[config.mk]
export PLATFORM = sky130hd
export DESIGN_NAME = lorenz_euler_step
export DESIGN_NICKNAME = d
export VERILOG_FILES = /design/src/rtl/lez_pkg.sv /design/src/rtl/lorenz_euler_step.sv /design/src/rtl/lez_mul.sv /design/src/rtl/lez_seq.sv
export SDC_FILE = /design/constraint.sdc
export NUM_CORES = 2
export LEC_CHECK = 0
export BUFFER_PORTS_ARGS = -buffer_cell sky130_fd_sc_hd__buf_2
export CORE_ASPECT_RATIO = 0.6
export CORE_MARGIN = 3
export CORE_UTILIZATION = 42
export CTS_CLUSTER_SIZE = 10
export DETAILED_ROUTE_END_ITERATION = 10
export SYNTH_ARGS = -nofsm -noshare
export SYNTH_HDL_FRONTEND = slang
export SYNTH_SLANG_ARGS = --single-unit
[constraint.sdc]
create_clock -name clock -period 28.4 [get_ports clock]
set_input_delay 4.26 -clock clock [delete_from_list [all_inputs] [get_ports clock]]
set_output_delay 4.26 -clock clock [all_outputs]
set_load 0.02 [all_outputs]
[src/rtl/lez_pkg.sv]
// Shared types, widths and sequencer codes for the Lorenz Euler integrator.
package lez_pkg;

   // Fixed-point formats
   localparam int COORD_W = 32;   // signed Q8.24 coordinate
   localparam int COEF_W  = 31;   // unsigned Q7.24 coefficient
   localparam int DT_W    = 24;   // unsigned Q0.24 time step
   localparam int FRAC_W  = 24;

   // Shared multiplier geometry: the A operand is split into two chunks
   localparam int OPA_W   = 44;
   localparam int OPB_W   = 34;
   localparam int CHUNK_W = 22;
   localparam int PART_W  = CHUNK_W + 1;
   localparam int PROD_W  = PART_W + OPB_W;
   localparam int ACC_W   = OPA_W + OPB_W;
   localparam int SUM_W   = OPA_W + 1;

   // Product schedule, one code per product of the Euler step
   localparam int NUM_OPS = 7;
   localparam int OP_W    = 3;
   localparam logic [OP_W-1:0] OP_SG_DX = 3'd0;  // sigma*(y-x)
   localparam logic [OP_W-1:0] OP_EX    = 3'd1;  // (..)*dt
   localparam logic [OP_W-1:0] OP_X_RZ  = 3'd2;  // x*(rho-z)
   localparam logic [OP_W-1:0] OP_EY    = 3'd3;  // (..-y)*dt
   localparam logic [OP_W-1:0] OP_XY    = 3'd4;  // x*y
   localparam logic [OP_W-1:0] OP_BZ    = 3'd5;  // beta*z
   localparam logic [OP_W-1:0] OP_EZ    = 3'd6;  // (..-..)*dt
   localparam logic [OP_W-1:0] OP_LAST  = OP_EZ;

   // Phases of one product
   localparam int PH_W = 2;
   localparam logic [PH_W-1:0] PH_LO  = 2'd0;  // issue low chunk
   localparam logic [PH_W-1:0] PH_HI  = 2'd1;  // issue high chunk, hold low product
   localparam logic [PH_W-1:0] PH_ACC = 2'd2;  // combine and store

   // Sequencer to datapath control
   typedef struct packed {
      logic [OP_W-1:0] op;
      logic [PH_W-1:0] phase;
      logic            run;
      logic            fin_fire;
      logic            fin_load;
   } ctrl_type;

   // Clip a wide sum to a coordinate; top bit of the result is the clip flag
   function automatic logic [COORD_W:0] sat_coord(input logic signed [SUM_W-1:0] v);
      logic fits;
      fits = (v[SUM_W-1:COORD_W-1] == '0) || (v[SUM_W-1:COORD_W-1] == '1);
      if (fits) begin
         sat_coord = {1'b0, v[COORD_W-1:0]};
      end else if (v[SUM_W-1]) begin
         sat_coord = {1'b1, 1'b1, {(COORD_W-1){1'b0}}};
      end else begin
         sat_coord = {1'b1, 1'b0, {(COORD_W-1){1'b1}}};
      end
   endfunction

endpackage

[src/rtl/lorenz_euler_step.sv]
// Step item: seven products, each as low chunk, high chunk and combine phases on the one
// shared chunk multiplier, then clip/write; no new item is taken until the step finishes.
// Load item: result loaded through the finish state; the point is replaced at accept.
// A new item is accepted while the previous result still waits in the output register.
// Synchronous active-high reset: coefficients to 10, 20, 8/3, dt 0.01, point (1,0,0),
// output register empty.
module lorenz_euler_step
   import lez_pkg::*;
(
   input  logic                      clock,
   input  logic                      reset,
   // configuration write port
   input  logic                      csr_we,
   input  logic [1:0]                csr_index,
   input  logic [COEF_W-1:0]         csr_wdata,
   // input channel
   input  logic                      req_valid,
   output logic                      req_ready,
   input  logic                      req_action,
   input  logic signed [COORD_W-1:0] req_start_x,
   input  logic signed [COORD_W-1:0] req_start_y,
   input  logic signed [COORD_W-1:0] req_start_z,
   // result channel
   output logic                      rsp_valid,
   input  logic                      rsp_ready,
   output logic signed [COORD_W-1:0] rsp_out_x,
   output logic signed [COORD_W-1:0] rsp_out_y,
   output logic signed [COORD_W-1:0] rsp_out_z,
   output logic                      rsp_saturated
);

   localparam logic [1:0] CSR_SIGMA = 2'd0;
   localparam logic [1:0] CSR_RHO   = 2'd1;
   localparam logic [1:0] CSR_BETA  = 2'd2;
   localparam logic [1:0] CSR_DT    = 2'd3;

   localparam logic [COEF_W-1:0]  SIGMA_RST = 31'd167772160;
   localparam logic [COEF_W-1:0]  RHO_RST   = 31'd335544320;
   localparam logic [COEF_W-1:0]  BETA_RST  = 31'd44739243;
   localparam logic [DT_W-1:0]    DT_RST    = 24'd167772;
   localparam logic [COORD_W-1:0] X_RST     = 32'd16777216;

   ctrl_type ctrl;
   logic     out_free;

   logic [COEF_W-1:0] sigma_ff, rho_ff, beta_ff;
   logic [DT_W-1:0]   dt_ff;

   logic signed [COORD_W-1:0] x_ff, y_ff, z_ff;
   logic signed [OPA_W-1:0]   res_ff [NUM_OPS];
   logic signed [ACC_W-1:0]   acc_ff;

   logic signed [OPA_W-1:0]  opa;
   logic signed [OPB_W-1:0]  opb;
   logic signed [PART_W-1:0] part;
   logic signed [PROD_W-1:0] prod;
   logic signed [ACC_W-1:0]  total;

   logic [COORD_W:0] nx, ny, nz;

   logic                      rsp_valid_ff;
   logic signed [COORD_W-1:0] rsp_x_ff, rsp_y_ff, rsp_z_ff;
   logic                      rsp_sat_ff;

   lez_seq u_seq (
      .clock      (clock),
      .reset      (reset),
      .req_valid  (req_valid),
      .req_action (req_action),
      .out_free   (out_free),
      .req_ready  (req_ready),
      .ctrl       (ctrl)
   );

   // Configuration registers
   always_ff @(posedge clock) begin
      if (reset) begin
         sigma_ff <= SIGMA_RST;
         rho_ff   <= RHO_RST;
         beta_ff  <= BETA_RST;
         dt_ff    <= DT_RST;
      end else if (csr_we) begin
         unique case (csr_index)
            CSR_SIGMA: sigma_ff <= csr_wdata;
            CSR_RHO:   rho_ff   <= csr_wdata;
            CSR_BETA:  beta_ff  <= csr_wdata;
            CSR_DT:    dt_ff    <= csr_wdata[DT_W-1:0];
         endcase
      end
   end

   // Select the operands of the current product
   always_comb begin
      unique case (ctrl.op)
         OP_SG_DX: begin
            opa = OPA_W'(y_ff) - OPA_W'(x_ff);
            opb = $signed({{(OPB_W-COEF_W){1'b0}}, sigma_ff});
         end
         OP_EX: begin
            opa = res_ff[OP_SG_DX];
            opb = $signed({{(OPB_W-DT_W){1'b0}}, dt_ff});
         end
         OP_X_RZ: begin
            opa = $signed({{(OPA_W-COEF_W){1'b0}}, rho_ff}) - OPA_W'(z_ff);
            opb = OPB_W'(x_ff);
         end
         OP_EY: begin
            opa = res_ff[OP_X_RZ] - OPA_W'(y_ff);
            opb = $signed({{(OPB_W-DT_W){1'b0}}, dt_ff});
         end
         OP_XY: begin
            opa = OPA_W'(y_ff);
            opb = OPB_W'(x_ff);
         end
         OP_BZ: begin
            opa = OPA_W'(z_ff);
            opb = $signed({{(OPB_W-COEF_W){1'b0}}, beta_ff});
         end
         OP_EZ: begin
            opa = res_ff[OP_XY] - res_ff[OP_BZ];
            opb = $signed({{(OPB_W-DT_W){1'b0}}, dt_ff});
         end
         default: begin
            opa = '0;
            opb = '0;
         end
      endcase
   end

   // Low chunk is unsigned, high chunk carries the sign
   assign part = (ctrl.phase == PH_LO) ? $signed({1'b0, opa[CHUNK_W-1:0]})
                                       : $signed({opa[OPA_W-1], opa[OPA_W-1:CHUNK_W]});

   lez_mul u_mul (
      .clock (clock),
      .mul_a (part),
      .mul_b (opb),
      .prod  (prod)
   );

   // Combine the two partial products; the shift right floors to Q20.24
   assign total = acc_ff + (ACC_W'(prod) <<< CHUNK_W);

   always_ff @(posedge clock) begin
      if (ctrl.run && (ctrl.phase == PH_HI)) begin
         acc_ff <= ACC_W'(prod);
      end
      if (ctrl.run && (ctrl.phase == PH_ACC)) begin
         res_ff[ctrl.op] <= total[FRAC_W +: OPA_W];
      end
   end

   // New coordinates, clipped to 32 bits
   assign nx = sat_coord(SUM_W'(x_ff) + SUM_W'(res_ff[OP_EX]));
   assign ny = sat_coord(SUM_W'(y_ff) + SUM_W'(res_ff[OP_EY]));
   assign nz = sat_coord(SUM_W'(z_ff) + SUM_W'(res_ff[OP_EZ]));

   // Point state: replace on load accept, advance when a step finishes
   always_ff @(posedge clock) begin
      if (reset) begin
         x_ff <= X_RST;
         y_ff <= '0;
         z_ff <= '0;
      end else if (req_valid && req_ready && req_action) begin
         x_ff <= req_start_x;
         y_ff <= req_start_y;
         z_ff <= req_start_z;
      end else if (ctrl.fin_fire && !ctrl.fin_load) begin
         x_ff <= nx[COORD_W-1:0];
         y_ff <= ny[COORD_W-1:0];
         z_ff <= nz[COORD_W-1:0];
      end
   end

   // Output register: load on finish, drop on a taken beat
   assign out_free = !rsp_valid_ff || rsp_ready;

   always_ff @(posedge clock) begin
      if (reset) begin
         rsp_valid_ff <= 1'b0;
      end else if (ctrl.fin_fire) begin
         rsp_valid_ff <= 1'b1;
      end else if (rsp_ready) begin
         rsp_valid_ff <= 1'b0;
      end
   end

   always_ff @(posedge clock) begin
      if (ctrl.fin_fire) begin
         if (ctrl.fin_load) begin
            rsp_x_ff   <= x_ff;
            rsp_y_ff   <= y_ff;
            rsp_z_ff   <= z_ff;
            rsp_sat_ff <= 1'b0;
         end else begin
            rsp_x_ff   <= nx[COORD_W-1:0];
            rsp_y_ff   <= ny[COORD_W-1:0];
            rsp_z_ff   <= nz[COORD_W-1:0];
            rsp_sat_ff <= nx[COORD_W] | ny[COORD_W] | nz[COORD_W];
         end
      end
   end

   assign rsp_valid     = rsp_valid_ff;
   assign rsp_out_x     = rsp_x_ff;
   assign rsp_out_y     = rsp_y_ff;
   assign rsp_out_z     = rsp_z_ff;
   assign rsp_saturated = rsp_sat_ff;

endmodule

[src/rtl/lez_mul.sv]
// Shared signed chunk multiplier with registered product.
module lez_mul
   import lez_pkg::*;
(
   input  logic                     clock,
   input  logic signed [PART_W-1:0] mul_a,
   input  logic signed [OPB_W-1:0]  mul_b,
   output logic signed [PROD_W-1:0] prod
);

   logic signed [PROD_W-1:0] prod_in;
   logic signed [PROD_W-1:0] prod_ff;

   // Full-width signed product of one chunk
   assign prod_in = PROD_W'(mul_a) * PROD_W'(mul_b);

   always_ff @(posedge clock) begin
      prod_ff <= prod_in;
   end

   assign prod = prod_ff;

endmodule

[src/rtl/lez_seq.sv]
// Sequencer that walks the seven products of one Euler step, or goes straight to finish for a load.
module lez_seq
   import lez_pkg::*;
(
   input  logic     clock,
   input  logic     reset,
   input  logic     req_valid,
   input  logic     req_action,
   input  logic     out_free,
   output logic     req_ready,
   output ctrl_type ctrl
);

   localparam logic [1:0] ST_IDLE = 2'd0;
   localparam logic [1:0] ST_RUN  = 2'd1;
   localparam logic [1:0] ST_FIN  = 2'd2;

   logic [1:0]      state_ff, state_in;
   logic [OP_W-1:0] op_ff, op_in;
   logic [PH_W-1:0] ph_ff, ph_in;
   logic            load_ff, load_in;

   // Next state
   always_comb begin
      state_in = state_ff;
      op_in    = op_ff;
      ph_in    = ph_ff;
      load_in  = load_ff;
      unique case (state_ff)
         ST_IDLE: begin
            if (req_valid) begin
               load_in  = req_action;
               op_in    = OP_SG_DX;
               ph_in    = PH_LO;
               state_in = req_action ? ST_FIN : ST_RUN;
            end
         end
         ST_RUN: begin
            if (ph_ff == PH_ACC) begin
               ph_in = PH_LO;
               if (op_ff == OP_LAST) begin
                  state_in = ST_FIN;
               end else begin
                  op_in = op_ff + 1'b1;
               end
            end else begin
               ph_in = ph_ff + 1'b1;
            end
         end
         ST_FIN: begin
            if (out_free) begin
               state_in = ST_IDLE;
            end
         end
         default: begin
            state_in = ST_IDLE;
         end
      endcase
   end

   always_ff @(posedge clock) begin
      if (reset) begin
         state_ff <= ST_IDLE;
         op_ff    <= OP_SG_DX;
         ph_ff    <= PH_LO;
         load_ff  <= 1'b0;
      end else begin
         state_ff <= state_in;
         op_ff    <= op_in;
         ph_ff    <= ph_in;
         load_ff  <= load_in;
      end
   end

   assign req_ready     = (state_ff == ST_IDLE);
   assign ctrl.op       = op_ff;
   assign ctrl.phase    = ph_ff;
   assign ctrl.run      = (state_ff == ST_RUN);
   assign ctrl.fin_fire = (state_ff == ST_FIN) && out_free;
   assign ctrl.fin_load = load_ff;

endmodule

==> flow_summary_export.csv <==
group,metric,value,unit
synthesis,avgSynthCellArea,9.19,sq um
placed_design,dp_hpwl,255000,um
routing,wl_met2,114000,um
layout,layout_commonest_cell,"inv_1",
worst_setup_path,required,29.03,ns
sta,drv_slew,0,
outcome,status,"complete, no violations",
placed_design,gp_congestion,1.09,
die,die-height,326,um
pwr,pwr_density_cell,92.5,nW/um^2
sta,period_needed,14.17,ns
die,start_util,0.426,
worst_setup_path,cp-start-kind,"register",
worst_setup_path,slowest_stage,"or4_1",
synthesis,seq_area_frac_synth,0.263,
sta,max_clock_freq,70.6,MHz
synthesis,async_flop_share,0,
layout,final_cell_mix,"inv_1, nand2_1, fa_1",
pwr,leakage,35.2,nW
clock_tree,cts_root_buf,"clkbuf_16",
sta,period_share,0.499,
global_route,grt_start_max_net_pins,100,
run,drv_cap,0,
die,core,168000,sq um
die,num_rows,116,
synthesis,yosysWarnings,0,
worst_setup_path,arrival,14.80,ns
global_route,antenna_found_initial,48,
routing,dr.pass1.iters,7,
clock_tree,clk_latency,0.71,ns
clock_tree,clockBufferDepth,3,
clock_tree,cts_sinks,719,
routing,routed_wl,318000,um
worst_setup_path,path_max_fanout,26,
global_route,grt_pass1_vias,58800,
synthesis,synth_nets,9171,
sta,hold_viol_final,0,
min_path,hold_path.class,"register to register",
die,die_area,176000,sq um
routing,drt-met1-wl,141000,um
global_route,grt_overflow,0,
sta,grt_setup_unrepaired,"no",
clock_tree,clk_pin_slew_worst_paths,0.07,ns
worst_setup_path,max_stage_delay,0.94,ns
routing,num_vias,62600,
sta,setup_violations,0,
pwr,finalPower,7.29,mW
worst_setup_path,crit_type,"register to register",
clock_tree,cts_setup_buffers,0,
routing,wl_per_cell,31.0,um
clock_tree,cts-buffers-inserted,85,
worst_setup_path,crit_top_cell,"fa_1",
clock_tree,cts_max_level,3,
sta,tightest_slew,1.39,ns
sta,tns,0,ns
die,io_pins,234,
global_route,grt_pass1_wl,444000,um
layout,num-nets-final,9296,
routing,top_layer,"met5",
clock_tree,cts_tree,"built",
routing,drc_errors,0,
routing,drtIter0Drc,8437,
placed_design,io_buffers,233,
worst_setup_path,end_kind,"register",
global_route,gr-usage-all-layers,0.354,
synthesis,ys_types,112,
synthesis,netlist_area,71600,sq um
sta,relSlewSlack,0.0676,
routing,avgViaCountPerCell,6.11,
pwr,ir_worst_vdd,306,uV
synthesis,synth-main-ff-cell,"edfxtp_1",
routing,antenna_left,0,
synthesis,netlist_instances,7788,
sta,skew,0.0539,ns
layout,n_fill_cell,16200,
worst_setup_path,path_buf_inv,7,
synthesis,ys_ff_latch,719,
clock_tree,cts_hold_buf,0,
clock_tree,cts_resized,0,
synthesis,synth_edf_count,440,
die,dieWidth,539,um
layout,post_route_cells_drive_above_1_share,0.0934,
worst_setup_path,cp_top_family,"compound AO/OA/AOI/OAI gates",
routing,wl_met3,54100,um
layout,area_growth,10.1,%
[worst paths after layout]
kind              slack (ns)  cells after the start            from             end
setup / recovery       14.23                     42       rho_ff[0]  u_mul.prod[55]
hold / removal          0.43                      0  u_mul.prod[46]      acc_ff[46]
setup reg to reg       14.23                     42       rho_ff[0]  u_mul.prod[55]
hold reg to reg         0.43                      0  u_mul.prod[46]      acc_ff[46]
[state kept, by name, indices dropped and copies added (netlist names), 32 cells and up]
name        cells
acc_ff         35
rsp_out_y      32
y_ff           32
rsp_out_z      32
rsp_out_x      32
res_ff        308
u_mul.prod     57
x_ff           32
z_ff           32
[report_power, final]
| part | internal, mW | switching [mW] | leakage (nW) |
|---|---|---|---|
| combinational | 1.47 | 3.31 | 27.6 |
| clock | 0.606 | 0.501 | 1.27 |
| sequential | 1.33 | 0.0773 | 6.26 |
| total | 3.40 | 3.89 | 35.2 |
[cells by family (layout without fill, tap and decap cells)]
kind of cell	after synthesis	after routing	synth area share
AND/OR/NAND/NOR	2182	2182	0.137
AO/OA/AOI/OAI	1802	1802	0.175
buffers and inverters	1466	1656	0.0787
adder cells (fa/ha/maj)	1248	1248	0.299
flip-flops	719	719	0.263
XOR/XNOR	331	331	0.0406
multiplexers	40	40	0.00626
other	0	28	0
[layer usage]
| layer | vias up | GRT usage |
|---|---|---|
| met2 | 3780 | 0.433 |
| met5 | - | 0 |
| met4 | 20 | 0.0853 |
| met1 | 31500 | 0.521 |
| li1 | 26900 | - |
| met3 | 433 | 0.202 |
[synth_stat cells (all sizes together), types with 12 or more instances]
cell type,number,share of area
inv,1076,0.056
nand2,870,0.046
fa,774,0.22
nor2,626,0.033
ha,474,0.083
a21oi,456,0.032
edfxtp,440,0.18
clkbuf,319,0.017
o21ai,280,0.020
dfxtp,279,0.078
xnor2,213,0.026
a21o,176,0.018
nand3,136,0.0095
a221oi,128,0.018
xor2,118,0.015
a22oi,108,0.011
nor3,80,0.0059
o21a,76,0.0080
a211o,72,0.0088
nand2b,72,0.0063
buf,70,0.0055
o211ai,64,0.0067
nand4,63,0.0055
o21bai,61,0.0064
nor2b,59,0.0052
and2,58,0.0051
a31oi,55,0.0051
or3,53,0.0046
and3,47,0.0042
a221o,41,0.0057
a211oi,36,0.0038
nand3b,34,0.0036
a22o,28,0.0034
mux2,28,0.0044
o221ai,27,0.0033
nor4,25,0.0025
o31ai,25,0.0026
a21boi,22,0.0023
o2111ai,18,0.0022
a2111oi,15,0.0020
a311oi,13,0.0016
or2,13,0.0011
mux2i,12,0.0019
[metrics by stage]
| stage | util | setup slack, ns | instances | hold WS [ns] | area, sq um |
|---|---|---|---|---|---|
| after floorplan | - | 17.88 | 7788 | 0.386 | 71600 |
| after detailed placement | 0.453 | 14.82 | 10100 | 0.409 | 76100 |
| after CTS | 0.468 | 14.76 | 10200 | 0.426 | 78700 |
| final | 0.469 | 14.23 | 10200 | 0.426 | 78800 |
| after global placement | 0.453 | 15.05 | 10100 | 0.407 | 76100 |
| after global routing | 0.469 | 13.71 | 10200 | 0.437 | 78800 |
[final cells by class]
cell class | count | area (sq um) | share of cell area
diodes | 28 | 70.1 | 0.000889
clock buffers | 138 | 2390 | 0.0303
clock inverters | 14 | 262 | 0.00332
inverters | 1077 | 4040 | 0.0513
multi-input cells | 5603 | 47800 | 0.607
flip-flops and latches | 719 | 18800 | 0.239
well taps | 2242 | 2810 | 0.0356
repair buffers | 427 | 2630 | 0.0333
Note: power is estimated with default switching activity, not from simulation.
